`src/hw/rtl/eld_pkg.sv`:
```
`timescale 1ns / 1ps
// ----------------------------------------------------------------------------
// eld_pkg: shared types and tables for the ECG packet lead deriver
// Device modes, channel operations, controller/datapath command and status
// structs, and the per-mode channel tables.
// ----------------------------------------------------------------------------
package eld_pkg;

	typedef enum logic [1:0] {
		MODE_NONE,
		MODE_TEST,
		MODE_OXI,
		MODE_ECG
	} mode_t;

	typedef enum logic [2:0] {
		OP_RAW1,
		OP_RAW3,
		OP_III,
		OP_AVR,
		OP_AVL,
		OP_AVF
	} op_t;

	// Byte offsets used by the channel tables all fit in five bits
	localparam int unsigned OFS_W = 5;

	localparam logic [3:0] CH_I   = 4'd0;
	localparam logic [3:0] CH_II  = 4'd1;
	localparam logic [3:0] CH_III = 4'd2;
	localparam logic [3:0] CH_AVR = 4'd3;
	localparam logic [3:0] CH_AVL = 4'd4;
	localparam logic [3:0] CH_AVF = 4'd5;
	localparam logic [3:0] CH_V1  = 4'd6;
	localparam logic [3:0] CH_V2  = 4'd7;
	localparam logic [3:0] CH_V3  = 4'd8;
	localparam logic [3:0] CH_V4  = 4'd9;
	localparam logic [3:0] CH_V5  = 4'd10;
	localparam logic [3:0] CH_V6  = 4'd11;

	localparam logic [OFS_W-1:0] TEST_MIN_BYTES = 5'd2;
	localparam logic [OFS_W-1:0] OXI_MIN_BYTES  = 5'd6;
	localparam logic [OFS_W-1:0] ECG_MIN_BYTES  = 5'd27;

	typedef struct packed {
		logic             fill_rdy;
		logic             rd_en;
		logic             rd_first;
		logic [OFS_W-1:0] rd_addr;
		logic             emit;
		op_t              op;
		logic [3:0]       channel;
		logic             last;
		logic             err;
	} dp_cmd_t;

	typedef struct packed {
		logic  eop_taken;
		logic  out_free;
		logic  short_pkt;
		mode_t mode;
	} dp_sts_t;

	function automatic op_t chan_op(input mode_t m, input logic [3:0] k);
		op_t op;
		op = OP_RAW3;
		unique case (m)
			MODE_TEST: op = OP_RAW1;
			MODE_ECG: begin
				unique case (k)
					CH_III:  op = OP_III;
					CH_AVR:  op = OP_AVR;
					CH_AVL:  op = OP_AVL;
					CH_AVF:  op = OP_AVF;
					default: op = OP_RAW3;
				endcase
			end
			default: op = OP_RAW3;
		endcase
		return op;
	endfunction

	function automatic logic [OFS_W-1:0] chan_base(input mode_t m, input logic [3:0] k);
		logic [OFS_W-1:0] b;
		b = '0;
		unique case (m)
			MODE_TEST: b = {1'b0, k};
			MODE_OXI:  b = (k == CH_I) ? 5'd0 : 5'd3;
			MODE_ECG: begin
				unique case (k)
					CH_I:    b = 5'd6;
					CH_II:   b = 5'd9;
					CH_V1:   b = 5'd24;
					CH_V2:   b = 5'd12;
					CH_V3:   b = 5'd15;
					CH_V4:   b = 5'd18;
					CH_V5:   b = 5'd21;
					CH_V6:   b = 5'd3;
					default: b = 5'd0;
				endcase
			end
			default: b = '0;
		endcase
		return b;
	endfunction

	function automatic logic [3:0] last_chan(input mode_t m);
		return (m == MODE_ECG) ? CH_V6 : CH_II;
	endfunction

	function automatic logic [OFS_W-1:0] min_bytes(input mode_t m);
		logic [OFS_W-1:0] n;
		unique case (m)
			MODE_TEST: n = TEST_MIN_BYTES;
			MODE_OXI:  n = OXI_MIN_BYTES;
			MODE_ECG:  n = ECG_MIN_BYTES;
			default:   n = '0;
		endcase
		return n;
	endfunction

endpackage

```
`src/hw/rtl/eld_byte_if.sv`:
```
`timescale 1ns / 1ps
// ----------------------------------------------------------------------------
// eld_byte_if: packet byte channel
// One packet byte per transaction with an end-of-packet mark.
// ----------------------------------------------------------------------------
interface eld_byte_if;
	logic       valid;
	logic       ready;
	logic [7:0] data_byte;
	logic       end_of_packet;

	modport source (output valid, data_byte, end_of_packet, input ready);
	modport sink (input valid, data_byte, end_of_packet, output ready);
endinterface

```
`src/hw/rtl/eld_result_if.sv`:
```
`timescale 1ns / 1ps
// ----------------------------------------------------------------------------
// eld_result_if: result channel
// One channel sample per transaction, with status and last mark.
// ----------------------------------------------------------------------------
interface eld_result_if;
	logic               valid;
	logic               ready;
	logic [3:0]         channel;
	logic signed [24:0] sample;
	logic               status;
	logic               last;

	modport source (output valid, channel, sample, status, last, input ready);
	modport sink (input valid, channel, sample, status, last, output ready);
endinterface

```
`src/hw/rtl/eld_cfg_if.sv`:
```
`timescale 1ns / 1ps
// ----------------------------------------------------------------------------
// eld_cfg_if: configuration write channel
// Carries the device mode register write data.
// ----------------------------------------------------------------------------
interface eld_cfg_if;
	logic       valid;
	logic       ready;
	logic [1:0] device_mode;

	modport source (output valid, device_mode, input ready);
	modport sink (input valid, device_mode, output ready);
endinterface

```
`src/hw/rtl/eld_ctrl.sv`:
```
`timescale 1ns / 1ps
// ----------------------------------------------------------------------------
// eld_ctrl: packet sequencer
// Fills the store, checks its length, then walks the channels of the mode,
// issuing byte reads and result emits to the datapath, or one error result.
// ----------------------------------------------------------------------------
module eld_ctrl (
	input  logic             clk,
	input  logic             arst_n,
	input  eld_pkg::dp_sts_t sts,
	output eld_pkg::dp_cmd_t cmd
);
	import eld_pkg::*;

	typedef enum logic [2:0] {
		S_FILL,
		S_CHECK,
		S_READ,
		S_EMIT,
		S_ERR
	} state_t;

	state_t     state_q;
	logic [3:0] k_q;
	logic [1:0] byte_q;

	op_t        op_cur;
	op_t        op_nxt;
	logic [3:0] k_nxt;
	logic       rd_done;
	logic       at_last;

	always_comb begin
		k_nxt   = k_q + 4'd1;
		op_cur  = chan_op(sts.mode, k_q);
		op_nxt  = chan_op(sts.mode, k_nxt);
		rd_done = (op_cur == OP_RAW1) || (byte_q == 2'd2);
		at_last = (k_q == last_chan(sts.mode));
	end

	always_comb begin
		cmd          = '0;
		cmd.fill_rdy = (state_q == S_FILL);
		cmd.rd_en    = (state_q == S_READ);
		cmd.rd_first = (byte_q == 2'd0);
		cmd.rd_addr  = chan_base(sts.mode, k_q) + {3'b000, byte_q};
		cmd.emit     = ((state_q == S_EMIT) || (state_q == S_ERR)) && sts.out_free;
		cmd.op       = op_cur;
		cmd.err      = (state_q == S_ERR);
		cmd.channel  = (state_q == S_ERR) ? CH_I : k_q;
		cmd.last     = (state_q == S_ERR) || at_last;
	end

	always_ff @(posedge clk or negedge arst_n) begin
		if (!arst_n) begin
			state_q <= S_FILL;
			k_q     <= '0;
			byte_q  <= '0;
		end else begin
			unique case (state_q)
				S_FILL: begin
					if (sts.eop_taken) state_q <= S_CHECK;
				end
				S_CHECK: begin
					k_q    <= '0;
					byte_q <= '0;
					if (sts.mode == MODE_NONE) state_q <= S_FILL;
					else if (sts.short_pkt) state_q <= S_ERR;
					else state_q <= S_READ;
				end
				S_READ: begin
					if (rd_done) begin
						byte_q  <= '0;
						state_q <= S_EMIT;
					end else begin
						byte_q <= byte_q + 2'd1;
					end
				end
				S_EMIT: begin
					if (sts.out_free) begin
						if (at_last) begin
							state_q <= S_FILL;
						end else begin
							k_q <= k_nxt;
							if (op_nxt == OP_RAW1 || op_nxt == OP_RAW3) state_q <= S_READ;
							else state_q <= S_EMIT;
						end
					end
				end
				S_ERR: begin
					if (sts.out_free) state_q <= S_FILL;
				end
				default: state_q <= S_FILL;
			endcase
		end
	end

endmodule

```
`src/hw/rtl/eld_datapath.sv`:
```
`timescale 1ns / 1ps
// ----------------------------------------------------------------------------
// eld_datapath: packet store, lead assembly and result register
// Holds the mode register, the byte store with its count, the 24-bit
// assembly register, leads I and II, and the output register.
// ----------------------------------------------------------------------------
module eld_datapath #(
	parameter int unsigned PACKET_BYTES = 32
) (
	input  logic               clk,
	input  logic               arst_n,
	input  eld_pkg::dp_cmd_t   cmd,
	output eld_pkg::dp_sts_t   sts,
	input  logic               cfg_valid,
	input  logic [1:0]         cfg_mode,
	input  logic               pkt_valid,
	input  logic [7:0]         pkt_byte,
	input  logic               pkt_eop,
	output logic               res_valid,
	input  logic               res_ready,
	output logic [3:0]         res_channel,
	output logic signed [24:0] res_sample,
	output logic               res_status,
	output logic               res_last
);
	import eld_pkg::*;

	localparam int unsigned AW = $clog2(PACKET_BYTES);
	localparam int unsigned CW = $clog2(PACKET_BYTES + 1);

	logic [7:0]  store_q [PACKET_BYTES];
	logic [CW-1:0] count_q;
	logic [CW-1:0] len_q;
	logic [CW-1:0] count_nxt;
	logic          has_room;
	logic          take;
	mode_t         mode_q;

	logic [23:0] acc_q;
	logic [23:0] lead_i_q;
	logic [23:0] lead_ii_q;
	logic [24:0] lead_sum;
	logic [24:0] sample_nxt;
	logic        out_free;

	assign take      = pkt_valid && cmd.fill_rdy;
	assign has_room  = (count_q < CW'(PACKET_BYTES));
	assign count_nxt = has_room ? count_q + CW'(1) : count_q;
	assign out_free  = !res_valid || res_ready;

	always_comb begin
		sts.eop_taken = take && pkt_eop;
		sts.out_free  = out_free;
		sts.short_pkt = (len_q < CW'(min_bytes(mode_q)));
		sts.mode      = mode_q;
	end

	// Store write; bytes beyond the store are dropped
	always_ff @(posedge clk) begin
		if (take && has_room) store_q[count_q[AW-1:0]] <= pkt_byte;
	end

	// Byte read into the assembly register, big-endian
	always_ff @(posedge clk) begin
		if (cmd.rd_en) begin
			if (cmd.rd_first) acc_q <= {16'h0000, store_q[AW'(cmd.rd_addr)]};
			else acc_q <= {acc_q[15:0], store_q[AW'(cmd.rd_addr)]};
		end
		if (cmd.emit && !cmd.err && cmd.channel == CH_I) lead_i_q <= acc_q;
		if (cmd.emit && !cmd.err && cmd.channel == CH_II) lead_ii_q <= acc_q;
	end

	always_ff @(posedge clk or negedge arst_n) begin
		if (!arst_n) begin
			mode_q  <= MODE_NONE;
			count_q <= '0;
			len_q   <= '0;
		end else begin
			if (cfg_valid) mode_q <= mode_t'(cfg_mode);
			if (take) begin
				if (pkt_eop) begin
					len_q   <= count_nxt;
					count_q <= '0;
				end else begin
					count_q <= count_nxt;
				end
			end
		end
	end

	// Derived leads: leads are non-negative, so halving is a right shift
	always_comb begin
		lead_sum = {1'b0, lead_i_q} + {1'b0, lead_ii_q};
		unique case (cmd.op)
			OP_III:  sample_nxt = {1'b0, lead_ii_q} - {1'b0, lead_i_q};
			OP_AVR:  sample_nxt = 25'd0 - {1'b0, lead_sum[24:1]};
			OP_AVL:  sample_nxt = {1'b0, lead_i_q} - {2'b00, lead_ii_q[23:1]};
			OP_AVF:  sample_nxt = {1'b0, lead_ii_q} - {2'b00, lead_i_q[23:1]};
			default: sample_nxt = {1'b0, acc_q};
		endcase
		if (cmd.err) sample_nxt = '0;
	end

	always_ff @(posedge clk or negedge arst_n) begin
		if (!arst_n) begin
			res_valid <= 1'b0;
		end else begin
			if (cmd.emit) res_valid <= 1'b1;
			else if (res_ready) res_valid <= 1'b0;
		end
	end

	always_ff @(posedge clk) begin
		if (cmd.emit) begin
			res_channel <= cmd.channel;
			res_sample  <= $signed(sample_nxt);
			res_status  <= cmd.err;
			res_last    <= cmd.last;
		end
	end

endmodule

```
`src/hw/rtl/ecg_packet_lead_deriver.sv`:
```
`timescale 1ns / 1ps
// ----------------------------------------------------------------------------
// ecg_packet_lead_deriver: ECG device packet unpacker and lead deriver
// Collects a device packet byte by byte and, at its end, emits the channel
// samples for the configured device mode (test, oximeter, twelve-lead ECG).
// ----------------------------------------------------------------------------
//
//  Channel  Role        Payload                              Handshake
//  -------  ----------  -----------------------------------  -----------
//  pkt      sink        data_byte[7:0], end_of_packet        valid/ready
//  res      source      channel[3:0], sample[24:0] signed,   valid/ready
//                       status, last
//  cfg      sink        device_mode[1:0]                     valid/ready
//
//  Bytes are taken one per cycle while the packet fills. After the byte with
//  the end mark, pkt.ready drops while the channels are produced: the length
//  is checked, then each stored channel is read a byte at a time (one byte
//  for a test channel, three for a stored 24-bit channel) and emitted, and
//  each derived ECG lead is emitted with no read. The packet store has a
//  single read port, one byte a cycle.
//  A result waiting in the output register stalls only the next emit; the
//  final result may wait while the next packet fills.
//  arst_n clears the mode register (to none), the byte count and the
//  sequencer; the packet store holds no reset. cfg.ready is always high.
//
module ecg_packet_lead_deriver #(
	parameter int unsigned PACKET_BYTES = 32
) (
	input  logic         clk,
	input  logic         arst_n,
	eld_byte_if.sink     pkt,
	eld_result_if.source res,
	eld_cfg_if.sink      cfg
);
	import eld_pkg::*;

	dp_cmd_t cmd;
	dp_sts_t sts;

	// The user must write the mode only while idle; the block does not enforce this
	assign cfg.ready = 1'b1;
	// Take packet bytes only while the sequencer is filling
	assign pkt.ready = cmd.fill_rdy;

	eld_ctrl u_ctrl (
		.clk    (clk),
		.arst_n (arst_n),
		.sts    (sts),
		.cmd    (cmd)
	);

	eld_datapath #(
		.PACKET_BYTES (PACKET_BYTES)
	) u_dp (
		.clk         (clk),
		.arst_n      (arst_n),
		.cmd         (cmd),
		.sts         (sts),
		.cfg_valid   (cfg.valid),
		.cfg_mode    (cfg.device_mode),
		.pkt_valid   (pkt.valid),
		.pkt_byte    (pkt.data_byte),
		.pkt_eop     (pkt.end_of_packet),
		.res_valid   (res.valid),
		.res_ready   (res.ready),
		.res_channel (res.channel),
		.res_sample  (res.sample),
		.res_status  (res.status),
		.res_last    (res.last)
	);

endmodule

```
`src/flat_wrapper.sv`:
```
// flat-port wrapper written by rule: the top's interface ports become plain ports
module ecg_packet_lead_deriver_flat import eld_pkg::*;
#(
	parameter int unsigned PACKET_BYTES = 32
)
  (clk, arst_n, pkt_valid, pkt_data_byte, pkt_end_of_packet, pkt_ready, res_valid, res_channel, res_sample, res_status, res_last, res_ready, cfg_valid, cfg_device_mode, cfg_ready);
  eld_byte_if pkt_i ();
  eld_result_if res_i ();
  eld_cfg_if cfg_i ();
  input  logic clk;
  input  logic arst_n;
  input wire logic [$bits(pkt_i.valid)-1:0] pkt_valid;
  input wire logic [$bits(pkt_i.data_byte)-1:0] pkt_data_byte;
  input wire logic [$bits(pkt_i.end_of_packet)-1:0] pkt_end_of_packet;
  output wire logic [$bits(pkt_i.ready)-1:0] pkt_ready;
  output wire logic [$bits(res_i.valid)-1:0] res_valid;
  output wire logic [$bits(res_i.channel)-1:0] res_channel;
  output wire logic [$bits(res_i.sample)-1:0] res_sample;
  output wire logic [$bits(res_i.status)-1:0] res_status;
  output wire logic [$bits(res_i.last)-1:0] res_last;
  input wire logic [$bits(res_i.ready)-1:0] res_ready;
  input wire logic [$bits(cfg_i.valid)-1:0] cfg_valid;
  input wire logic [$bits(cfg_i.device_mode)-1:0] cfg_device_mode;
  output wire logic [$bits(cfg_i.ready)-1:0] cfg_ready;
  assign pkt_i.valid = pkt_valid;
  assign pkt_i.data_byte = pkt_data_byte;
  assign pkt_i.end_of_packet = pkt_end_of_packet;
  assign pkt_ready = pkt_i.ready;
  assign res_valid = res_i.valid;
  assign res_channel = res_i.channel;
  assign res_sample = res_i.sample;
  assign res_status = res_i.status;
  assign res_last = res_i.last;
  assign res_i.ready = res_ready;
  assign cfg_i.valid = cfg_valid;
  assign cfg_i.device_mode = cfg_device_mode;
  assign cfg_ready = cfg_i.ready;
  ecg_packet_lead_deriver #(.PACKET_BYTES(PACKET_BYTES)) u_core (.clk(clk), .arst_n(arst_n), .pkt(pkt_i), .res(res_i), .cfg(cfg_i));
endmodule
```
`config.mk`:
```
export PLATFORM = sky130hd
export DESIGN_NAME = ecg_packet_lead_deriver_flat
export DESIGN_NICKNAME = d
export VERILOG_FILES = /design/src/hw/rtl/eld_pkg.sv /design/src/hw/rtl/eld_byte_if.sv /design/src/hw/rtl/eld_result_if.sv /design/src/hw/rtl/eld_cfg_if.sv /design/src/hw/rtl/eld_ctrl.sv /design/src/hw/rtl/eld_datapath.sv /design/src/hw/rtl/ecg_packet_lead_deriver.sv /design/src/flat_wrapper.sv
export SDC_FILE = /design/constraint.sdc
export NUM_CORES = 1
export LEC_CHECK = 0
export ABC_AREA = 1
export BUFFER_PORTS_ARGS = -buffer_cell sky130_fd_sc_hd__buf_4
export CAP_MARGIN = 20
export CORE_AREA = 2 2 183 221
export CTS_BUF_LIST = sky130_fd_sc_hd__clkbuf_8
export DETAILED_ROUTE_END_ITERATION = 6
export DIE_AREA = 0 0 185 223
export PLACE_DENSITY = 0.71
export SYNTH_ARGS = -nofsm -noshare
export SYNTH_HDL_FRONTEND = slang
export SYNTH_HIERARCHICAL = 1
export SYNTH_SLANG_ARGS = --single-unit
```
`constraint.sdc`:
```
create_clock -name clk -period 13.6 [get_ports clk]
set_clock_uncertainty 0.15 [all_clocks]
set_input_delay 1.36 -clock clk [delete_from_list [all_inputs] [get_ports clk]]
set_output_delay 1.36 -clock clk [all_outputs]
set_load 0.02 [all_outputs]
```
# After elaboration in Yosys (flattened, before gate mapping)
# Memories as Yosys holds them, arrays and structs flattened. A register that Yosys moved wholly into a read port is not among the register bits.
# Index checks and enable logic that the tools add are counted.
# totals
register_bits,119
latchBits,0
ram_bits,256
rom_bits,80
output_inout_bits,34
word_cells,112
n_memories,2
# classes
n_addsub,9
n_mul,0
n_div,0
n_lt_le_gt_ge,2
n_eq_ne,28
shift,0
n_mux,30
bitwise_logic,0
reduce_logical,27
# memory_table
memory,depth,word_bits,rd,rd_clocked_by_memory_dff,write_ports,line_no,source
u_core.u_dp.store_q,32,8,1,1,1,eld_datapath.sv:31,logic [7:0] store_q [PACKET_BYTES];
(name not given),16,5,1,0,0,eld_pkg.sv:90,unique case (k)
# op_table
operator,n
one-hot mux 25 bit (4 select lines),1
subtractor 24 x 23 -> 25 bit,2
one-hot mux 5 bit (3 select lines),2
adder 24 x 24 -> 25 bit,1
"subtractor 1 x 24 -> 25 bit, first input constant",1
subtractor 24 x 24 -> 25 bit,1
one-hot mux 3 bit (4 select lines),2
two-way mux 3 bit,6
"== test 4 x 2 -> 1 bit, second input constant",4
"== test 4 x 3 -> 1 bit, second input constant",4
two-way mux 4 bit,4
one-hot mux 3 bit (5 select lines),1
"== test 3 x 2 -> 1 bit, second input constant",4
two-way mux 6 bit,2
one-hot mux 3 bit (2 select lines),2
"== test 3 bit, second input constant",3
zero test 3 bit,3
zero test 4 bit,2
one-hot mux 4 bit (2 select lines),1
logical AND 1 bit,7
"adder 6 x 1 -> 6 bit, second input constant",1
"== test 2 bit, second input constant",3
"== test 3 x 1 -> 1 bit, second input constant",2
< comparator 6 x 5 -> 1 bit,1
19 further kinds,36

# Depth between registers and ports, before layout
# Gate-level depths: netlist of run 1.
# depth
word_depth,10
mapped_depth,26
mapped_depth_nobuf,24

# Cells and area by module
# The synthesis of run 1 kept the hierarchy.
# modules_own_cells
mod,n_inst,cells_each,area_per_inst_um2,seq_area_each_um2
eld_datapath,1,2148,20175.6,11155.7
eld_ctrl,1,173,1098.6,225.2
ecg_packet_lead_deriver,1,2,11.3,0.0

# Worst setup path after synthesis of run 1
# Ideal clock, no wire load.
# synth_timing
path_kind,input-to-reg
startpoint,in res_ready
endpoint,"reg u_core.u_dp.lead_ii_q[0], enable pin"
setup_time_ns,0.474
arrival_ns,6.055
setup_slack_ns,6.921
stages,7
path_buffers,1
cell_sequence,inv_1 -> nand2_1 -> buf_4 -> inv_1 -> a21oi_1 -> nand2_1 -> nor4b_1
# synth_rtl
item,line_no,source
"start, declared",flat_wrapper.sv:21,input wire logic [$bits(res_i.ready)-1:0] res_ready;
"end signal, assigned",eld_datapath.sv:70,if (cmd.emit && !cmd.err && cmd.channel == CH_II) lead_ii_q <= acc_q;
"end, declared",eld_datapath.sv:41,logic [23:0] lead_ii_q;

==> run summary, run 1 <==
Yosys top cell area share -> 0.5065
Final nets -> 2484
Filler Cell Count -> 3489
Die Y -> 223 microns
Syn Std Cell Area -> 21290 sq um
Primary FF master, synth -> edfxtp_1
Crit path launch type -> flop
Status -> complete, no violations
CP required -> 13.82 ns
Routability cong. -> 1.008
CTS Buf Count -> 56
I/O pins -> 50
IR drop worst, VDD -> 0.1325 mV
Ratio of cells with drive above 1 in the final layout -> 0.09425
Vias per cell -> 5.858
Deepest clock path buffer count -> 3
Die area -> 41260 sq um
WS Path Type -> reg -> reg
Most instantiated library cell after synthesis -> nand2_1
Number of global-route vias before repair -> 17329
Ys Warns -> 6
Area contributors post-synth -> edfxtp_1, nand2_1, nor2_1
Max-cap violations -> 0
Drt pass-1 iters -> 5
Worst-Margin Slew -> 1.067 ns
Port bufs -> 48
Clk pin slew, worst setup/hold paths -> 0.07 ns
Setup repair after global routing missed its margin -> no
Cells after synthesis -> 2323
Setup TNS -> 0 ns
Lkg Pwr -> 9.472 nW
Top cell type by total area after synthesis -> edfxtp_1
Final period util -> 0.3810
Clk_lat worst skew -> 0.61 ns
Global route overflow -> 0
Hold Buf Count CTS -> 0
Post-CTS setup buffer count -> 0
DRT Wirelength -> 62070 microns
Global-route wire length before repair -> 95570 microns
Number of DRC markers in iteration 0 -> 1239
DP Worst Slack -> 8.567 ns
Fmax -> 193.0 MHz
Layout overhead on the synthesized area -> 9.464%
Number of synthesized register bits -> 383
CP max FO -> 30
Synth top cells by count -> nand2_1, edfxtp_1, nor2_1
DIE WIDTH -> 185 microns
TritonCTS sink count -> 383
Setup WS post-layout -> 8.419 ns
CTS root buf -> clkbuf_8
Core ar. -> 39240 sq um
Seq/Total Area, Yosys -> 0.5347
Unique cell type count in the Yosys netlist -> 56
Pin count of the biggest net entering global routing -> 97
Worst Path Arrival -> 5.40 ns
Clock tree from TritonCTS -> done
Initial core utilization -> 0.5425
Synth async-reset ratio -> 0.06266
Max Slew Vio Count -> 0
Minimum clock period -> 5.181 ns
Post-DR wirelength/cell -> 21.02 microns
Post-synth EDFFs -> 359
Critical Path Slowest Stage Cell -> o21ai_0
Worst hold path class -> reg -> reg
Power density relative to cell area -> 169.5 nW/um^2
Number of cell rows -> 80
Post-CTS Resized -> 0
Syn Nets -> 2434
Final setup vio count -> 0
CTS H-tree depth -> 2
Most used cell, CP -> nand2_1
Gr usage total -> 0.3051
Crit. End Element -> flop
CP peak stage delay -> 0.61 ns
Antenna violations before repair -> 0
Average cell area after synthesis -> 9.163 sq um
ANT nets after route -> 0
Max_slew headroom -> 0.2881
Critical-path cell list -> inv_1, ha_1, o21ai_0, nand2_1, a41oi_1, nand2_1, buf_4, nor2_1, a21oi_1, ha_1, fa_1, inv_1, nand3_1, nand2_1, a21oi_1, o21ai_0, a21boi_0, or2_2, nand3_1, nand2_1, inv_1, nand3_1, nand2_1, inv_1
Final hold violations -> 0
Routed via count -> 17299
DP HPWL -> 44590 microns
DRC -> 0
-- per-layer routing --
metal  routed length, microns  vias to the layer above  global-route usage
met3                     3385                      190             0.03510
met4                     3806                        0              0.1774
met2                    31840                      666              0.5422
li1                         -                     8199                   -
met1                    23040                     8244              0.3537
met5                        0                        -                   0
-- layout make-up --
type                    instances  area (sq um)  share of cell area
diodes                          1         2.502           0.0001074
clock buffers                  57         784.5             0.03367
clock inverters                47         314.1             0.01348
inverters                     257         969.7             0.04162
multi-input cells            1610          8693              0.3731
flip-flops and latches        383         11380              0.4885
well taps                     533         666.9             0.02862
repair buffers                 65         488.0             0.02094
-- through the flow --
step | std cells | cell area, sq um | total power, mW | utilization | hold WS, ns
6_report | 2953 | 23300 | 3.948 | 0.5938 | 0.3396
3_3_place_gp | 2848 | 22200 | 3.008 | 0.5658 | 0.3297
4_1_cts | 2952 | 23300 | 3.948 | 0.5938 | 0.3475
3_5_place_dp | 2848 | 22200 | 3.038 | 0.5658 | 0.3267
2_1_floorplan | 2323 | 21290 | 2.554 | - | 0.2894
5_1_grt | 2952 | 23300 | 4.180 | 0.5938 | 0.3606
-- registers in the layout, summed over array words and instances (netlist names) --
signal	cells
u_core/u_dp/res_sample	25
u_core/u_ctrl/state_q	3
u_core/u_dp/res_channel	4
u_core/u_dp/lead_ii_q	24
u_core/u_ctrl/byte_q	2
u_core/u_ctrl/k_q	4
u_core/u_dp/res_valid	1
u_core/u_dp/mode_q	2
u_core/u_dp/res_status	1
u_core/u_dp/res_last	1
u_core/u_dp/acc_q	24
u_core/u_dp/lead_i_q	24
u_core/u_dp/store_q	256
u_core/u_dp/len_q	6
u_core/u_dp/count_q	6
-- worst max-delay path: cells and delay by family, from the launching register on --
family	cells	cell delay (ns)
compound gates	6	1.58
fa+ha+maj	3	0.89
buf+inv	5	0.69
flops	1	0.51
simple gates	10	1.12
-- kinds of logic (layout without fill, tap and decap cells) --
| kind of cell | Yosys count | after routing | synth area share |
|---|---|---|---|
| DFF | 383 | 383 | 0.5347 |
| adders and majority gates | 95 | 95 | 0.05725 |
| xor gates and xnor gates | 16 | 16 | 0.006583 |
| and+or+nand+nor | 992 | 992 | 0.2002 |
| AOI/OAI and AO/OA | 487 | 487 | 0.1329 |
| other | 1 | 2 | 0.0001762 |
| muxes | 19 | 19 | 0.008993 |
| buffers and inverters | 330 | 426 | 0.05925 |
-- where the power goes --
| part | total (mW) | switching, mW | internal, mW |
|---|---|---|---|
| Combinational | 1.51 | 1.05 | 0.464 |
| Clock | 0.909 | 0.440 | 0.469 |
| Sequential | 1.53 | 0.0942 | 1.43 |
| Total | 3.95 | 1.58 | 2.36 |
-- cell usage in the layout, fill, tap and decap left out, types with 13 or more instances in the layout --
cell / netlist / final
o21ai_0: 227 / 227
clkinv_2: 1 / 15
o221ai_1: 49 / 49
o22ai_1: 24 / 24
a21oi_1: 111 / 110
nand4_1: 25 / 25
nand2_1: 434 / 434
buf_4: 4 / 65
nand2_2: 16 / 16
nor2_1: 312 / 312
edfxtp_1: 359 / 359
nor3_1: 21 / 21
nand3_1: 124 / 124
inv_1: 242 / 258
mux2i_1: 18 / 18
clkbuf_8: 0 / 57
a31oi_1: 16 / 16
dfrtp_1: 24 / 24
nor2_2: 13 / 13
ha_1: 91 / 90
or2_2: 13 / 13
-- path summary, 6_finish.rpt --
check	start	to	slack (ns)	cells after the start
max in group asynchronous	arst_n	u_core/u_dp/count_q[4]	12.56	1
worst min-delay path	u_core/u_dp/len_q[5]	u_core/u_dp/len_q[5]	0.34	2
worst max register to register	u_core/u_ctrl/k_q[1]	u_core/u_dp/res_sample[18]	8.42	24
worst min register to register	u_core/u_dp/len_q[5]	u_core/u_dp/len_q[5]	0.34	2
worst max-delay path	u_core/u_ctrl/k_q[1]	u_core/u_dp/res_sample[18]	8.42	24
min in group asynchronous	arst_n	u_core/u_ctrl/k_q[3]	0.49	1
Note: power is estimated with default switching activity, not from simulation.
==> run 2: changes to the inputs <==
- clock period: 13.6 -> 5.3 ns (I/O delays scaled with it)
==> run 2 against run 1 <==
  * Design area rose by 1.2%
  * Die area unchanged
  * Cell count rose by 0.71%
  * Non-clock buffer count increased by 19
  * Sequential power grew to 2.6 times the previous value
  * Clock power increased to 2.7 times the previous value
  * Clock-buffer cell count grew 2
  * Maximum frequency rose by 6.4%
  * Global-route usage fell by 0.36 points
  * Worst hold slack worse by 0.19 ns
  * Critical endpoint is now u_core/u_dp/res_sample[21]
  * Largest power group is now combinational logic
==> run summary, run 2 (same netlist as run 1, synthesis figures left out) <==
Status -> complete, no violations (unchanged)
P_sw -> 4.106 mW (was 1.584 mW)
Core ar. -> 39240 sq um (unchanged)
TritonCTS sink count -> 383 (unchanged)
Global route overflow -> 0 (unchanged)
Finished Cell Area -> 23580 sq um (was 23300 sq um)
DRT Wirelength -> 61600 microns (was 62070 microns)
Layout overhead on the synthesized area -> 10.76% (was 9.464%)
Most used cell, CP -> o21ai_0 (was nand2_1)
Sw Ratio -> 0.3962 (was 0.4012)
CTS root buf -> clkbuf_8 (unchanged)
Final hold violations -> 0 (unchanged)
Final nets -> 2504 (was 2484)
Clk pwr share -> 0.238 (was 0.230)
Max-cap violations -> 0 (unchanged)
Ant. Diodes -> 0 (was 1)
Number of cell rows -> 80 (unchanged)
Vias per cell -> 5.848 (was 5.858)
Post-CTS setup buffer count -> 0 (unchanged)
Power density relative to cell area -> 439.6 nW/um^2 (was 169.5 nW/um^2)
DRC -> 0 (unchanged)
Port bufs -> 48 (unchanged)
Most frequent cells in the layout -> nand2_1, edfxtp_1, nor2_1 (unchanged)
Gr usage total -> 0.3015 (was 0.3051)
Commonest non-fill, non-tap cell in the layout -> nand2_1 (unchanged)
Die area -> 41260 sq um (unchanged)
Number of global-route vias before repair -> 17065 (was 17329)
Final Util -> 0.6008 (was 0.5938)
DP HPWL -> 44060 microns (was 44590 microns)
Antenna violations before repair -> 0 (unchanged)
I/O pins -> 50 (unchanged)
DIE WIDTH -> 185 microns (unchanged)
Global-route wire length before repair -> 93930 microns (was 95570 microns)
Register Area -> 11380 sq um (unchanged)
Largest register FFs -> 256 (unchanged)
Top layer reached by signal wires -> met4 (unchanged)
Critical Path Slowest Stage Cell -> dfrtp_1 (was o21ai_0)
Worst hold path class -> in -> reg (was reg -> reg)
Clk_lat worst skew -> 0.62 ns (was 0.61 ns)
Lkg Pwr -> 9.579 nW (was 9.472 nW)
IR drop worst, VDD -> 0.3238 mV (was 0.1325 mV)
WS Path Type -> reg -> reg (unchanged)
Worst Path Arrival -> 5.08 ns (was 5.40 ns)
ANT nets after route -> 0 (unchanged)
M1 wire length -> 22890 microns (was 23040 microns)
Multi-input combinational cell area -> 8711 sq um (was 8693 sq um)
Filler Cell Count -> 3397 (was 3489)
Clock tree from TritonCTS -> done (unchanged)
CP max FO -> 25 (was 30)
Worst-Margin Slew -> 0.9016 ns (was 1.067 ns)
CTS H-tree depth -> 2 (unchanged)
Ratio of cells with drive above 1 in the final layout -> 0.09832 (was 0.09425)
Number of DRC markers in iteration 0 -> 1368 (was 1239)
Met2 Routed Length -> 31930 microns (was 31840 microns)
CTS Buf Count -> 57 (was 56)
Clk pin slew, worst setup/hold paths -> 0.07 ns (about the same)
Comb pwr share -> 0.385 (was 0.383)
Final setup vio count -> 0 (unchanged)
Fmax -> 205.3 MHz (was 193.0 MHz)
Met3 WL -> 3644 microns (was 3385 microns)
Initial core utilization -> 0.5425 (unchanged)
Die Y -> 223 microns (unchanged)
# placed instances -> 2860 (was 2848)
Final period util -> 0.9192 (was 0.3810)
Crit path launch type -> flop (unchanged)
Deepest clock path buffer count -> 3 (unchanged)
Minimum clock period -> 4.872 ns (was 5.181 ns)
Setup TNS -> 0 ns (unchanged)
Critical-path cell list -> inv_1, ha_1, o21ai_0, nand2_1, a41oi_1, nand2_1, buf_4, nand2_1, o21ai_0, ha_1, a21oi_1, o21ai_0, buf_4, a21boi_0, inv_1, nand4_1, nand3_1, nor2_1, o21ai_0, nor2_1, a21oi_1 (was inv_1, ha_1, o21ai_0, nand2_1, a41oi_1, nand2_1, buf_4, nor2_1, a21oi_1, ha_1, fa_1, inv_1, nand3_1, nand2_1, a21oi_1, o21ai_0, a21boi_0, or2_2, nand3_1, nand2_1, inv_1, nand3_1, nand2_1, inv_1)
Post-DR wirelength/cell -> 20.71 microns (was 21.02 microns)
Setup repair after global routing missed its margin -> no (unchanged)
Routability cong. -> 1.003 (was 1.008)
Flop pwr share -> 0.378 (was 0.387)
Internal power -> 6.258 mW (was 2.365 mW)
Pin count of the biggest net entering global routing -> 89 (was 97)
Max_slew headroom -> 0.3967 (was 0.2881)
Crit. End Element -> flop (unchanged)
Cell Area, Placed -> 22330 sq um (was 22200 sq um)
Routed via count -> 17393 (was 17299)
Fin cells -> 2974 (was 2953)
CP required -> 5.51 ns (was 13.82 ns)
Drt pass-1 iters -> 6 (was 5)
CP peak stage delay -> 0.51 ns (was 0.61 ns)
Max Slew Vio Count -> 0 (unchanged)
## run 2: cell count changes in the layout (fill, tap and decap cells not counted), moves of 2 or more
cell and delta:
inv_1 -5, bufinv_16 +2, buf_12 +2, clkbuf_8 +2
clkinv_1 +8, clkinv_2 -3, buf_4 +10, dlygate4sd3_1 +7
## run 2: critical path: cells and delay by family, from the launching register on
family	cells	cell delay, ns
AO/OA/AOI/OAI	8	1.48
AND/OR/NAND/NOR	7	0.98
buffers and inverters	4	0.87
adder cells (fa/ha/maj)	2	0.63
flip-flops	1	0.51
## run 2: worst paths after layout
| path | end | slack [ns] | depth (start not counted) | startpoint |
|---|---|---|---|---|
| max in group asynchronous | u_core/u_dp/count_q[1] | 4.55 | 2 | arst_n |
| min reg2reg | u_core/u_dp/lead_ii_q[21] | 0.32 | 0 | u_core/u_dp/acc_q[21] |
| max | u_core/u_dp/res_sample[21] | 0.43 | 21 | u_core/u_ctrl/k_q[1] |
| min | u_core/u_dp/count_q[5] | 0.15 | 3 | pkt_valid |
| max reg2reg | u_core/u_dp/res_sample[21] | 0.43 | 21 | u_core/u_ctrl/k_q[1] |
| min in group asynchronous | u_core/u_dp/count_q[5] | 0.19 | 2 | arst_n |
## run 2: metal layers
| layer | GRT usage | vias to the layer above |
|---|---|---|
| met5 | 0 | - |
| met4 | 0.1516 | 0 |
| met3 | 0.03999 | 172 |
| met2 | 0.5426 | 653 |
| met1 | 0.3501 | 8335 |
| li1 | - | 8233 |
## run 2: what timing repair did
action                                  4_1_cts  5_1_grt
hold endpoints to repair                     27        0
resized for setup                             0        1
hold buffers                                  7        0
endpoints found under the setup margin        0        1
## run 2: metrics by stage
step	hold WS (ns)	worst slack (ns)	power, mW
after floorplan	0.08441	0.5435	6.553
after global placement	0.3013	0.6392	7.801
after detailed placement	0.3056	0.5178	7.869
after CTS	0.1024	0.4664	10.35
after global routing	0.1504	0.02434	10.96
final	0.1469	0.4283	10.36
## run 2: cell type report
class                   instances  area share
repair buffers                 84     0.02855
clock inverters                48     0.01534
inverters                     257     0.04113
well taps                     533     0.02829
flip-flops and latches        383      0.4828
clock buffers                  59     0.03444
multi-input cells            1610      0.3695
## run 2: power groups by stage
stage | clock, mW | sequential (mW) | combinational (mW)
floorplan | 0 | 3.96 | 2.59
detailed placement | 0 | 3.97 | 3.90
finish | 2.46 | 3.91 | 3.99
CTS | 2.52 | 3.91 | 3.92
global placement | 0 | 3.97 | 3.83
global route | 2.64 | 3.94 | 4.38
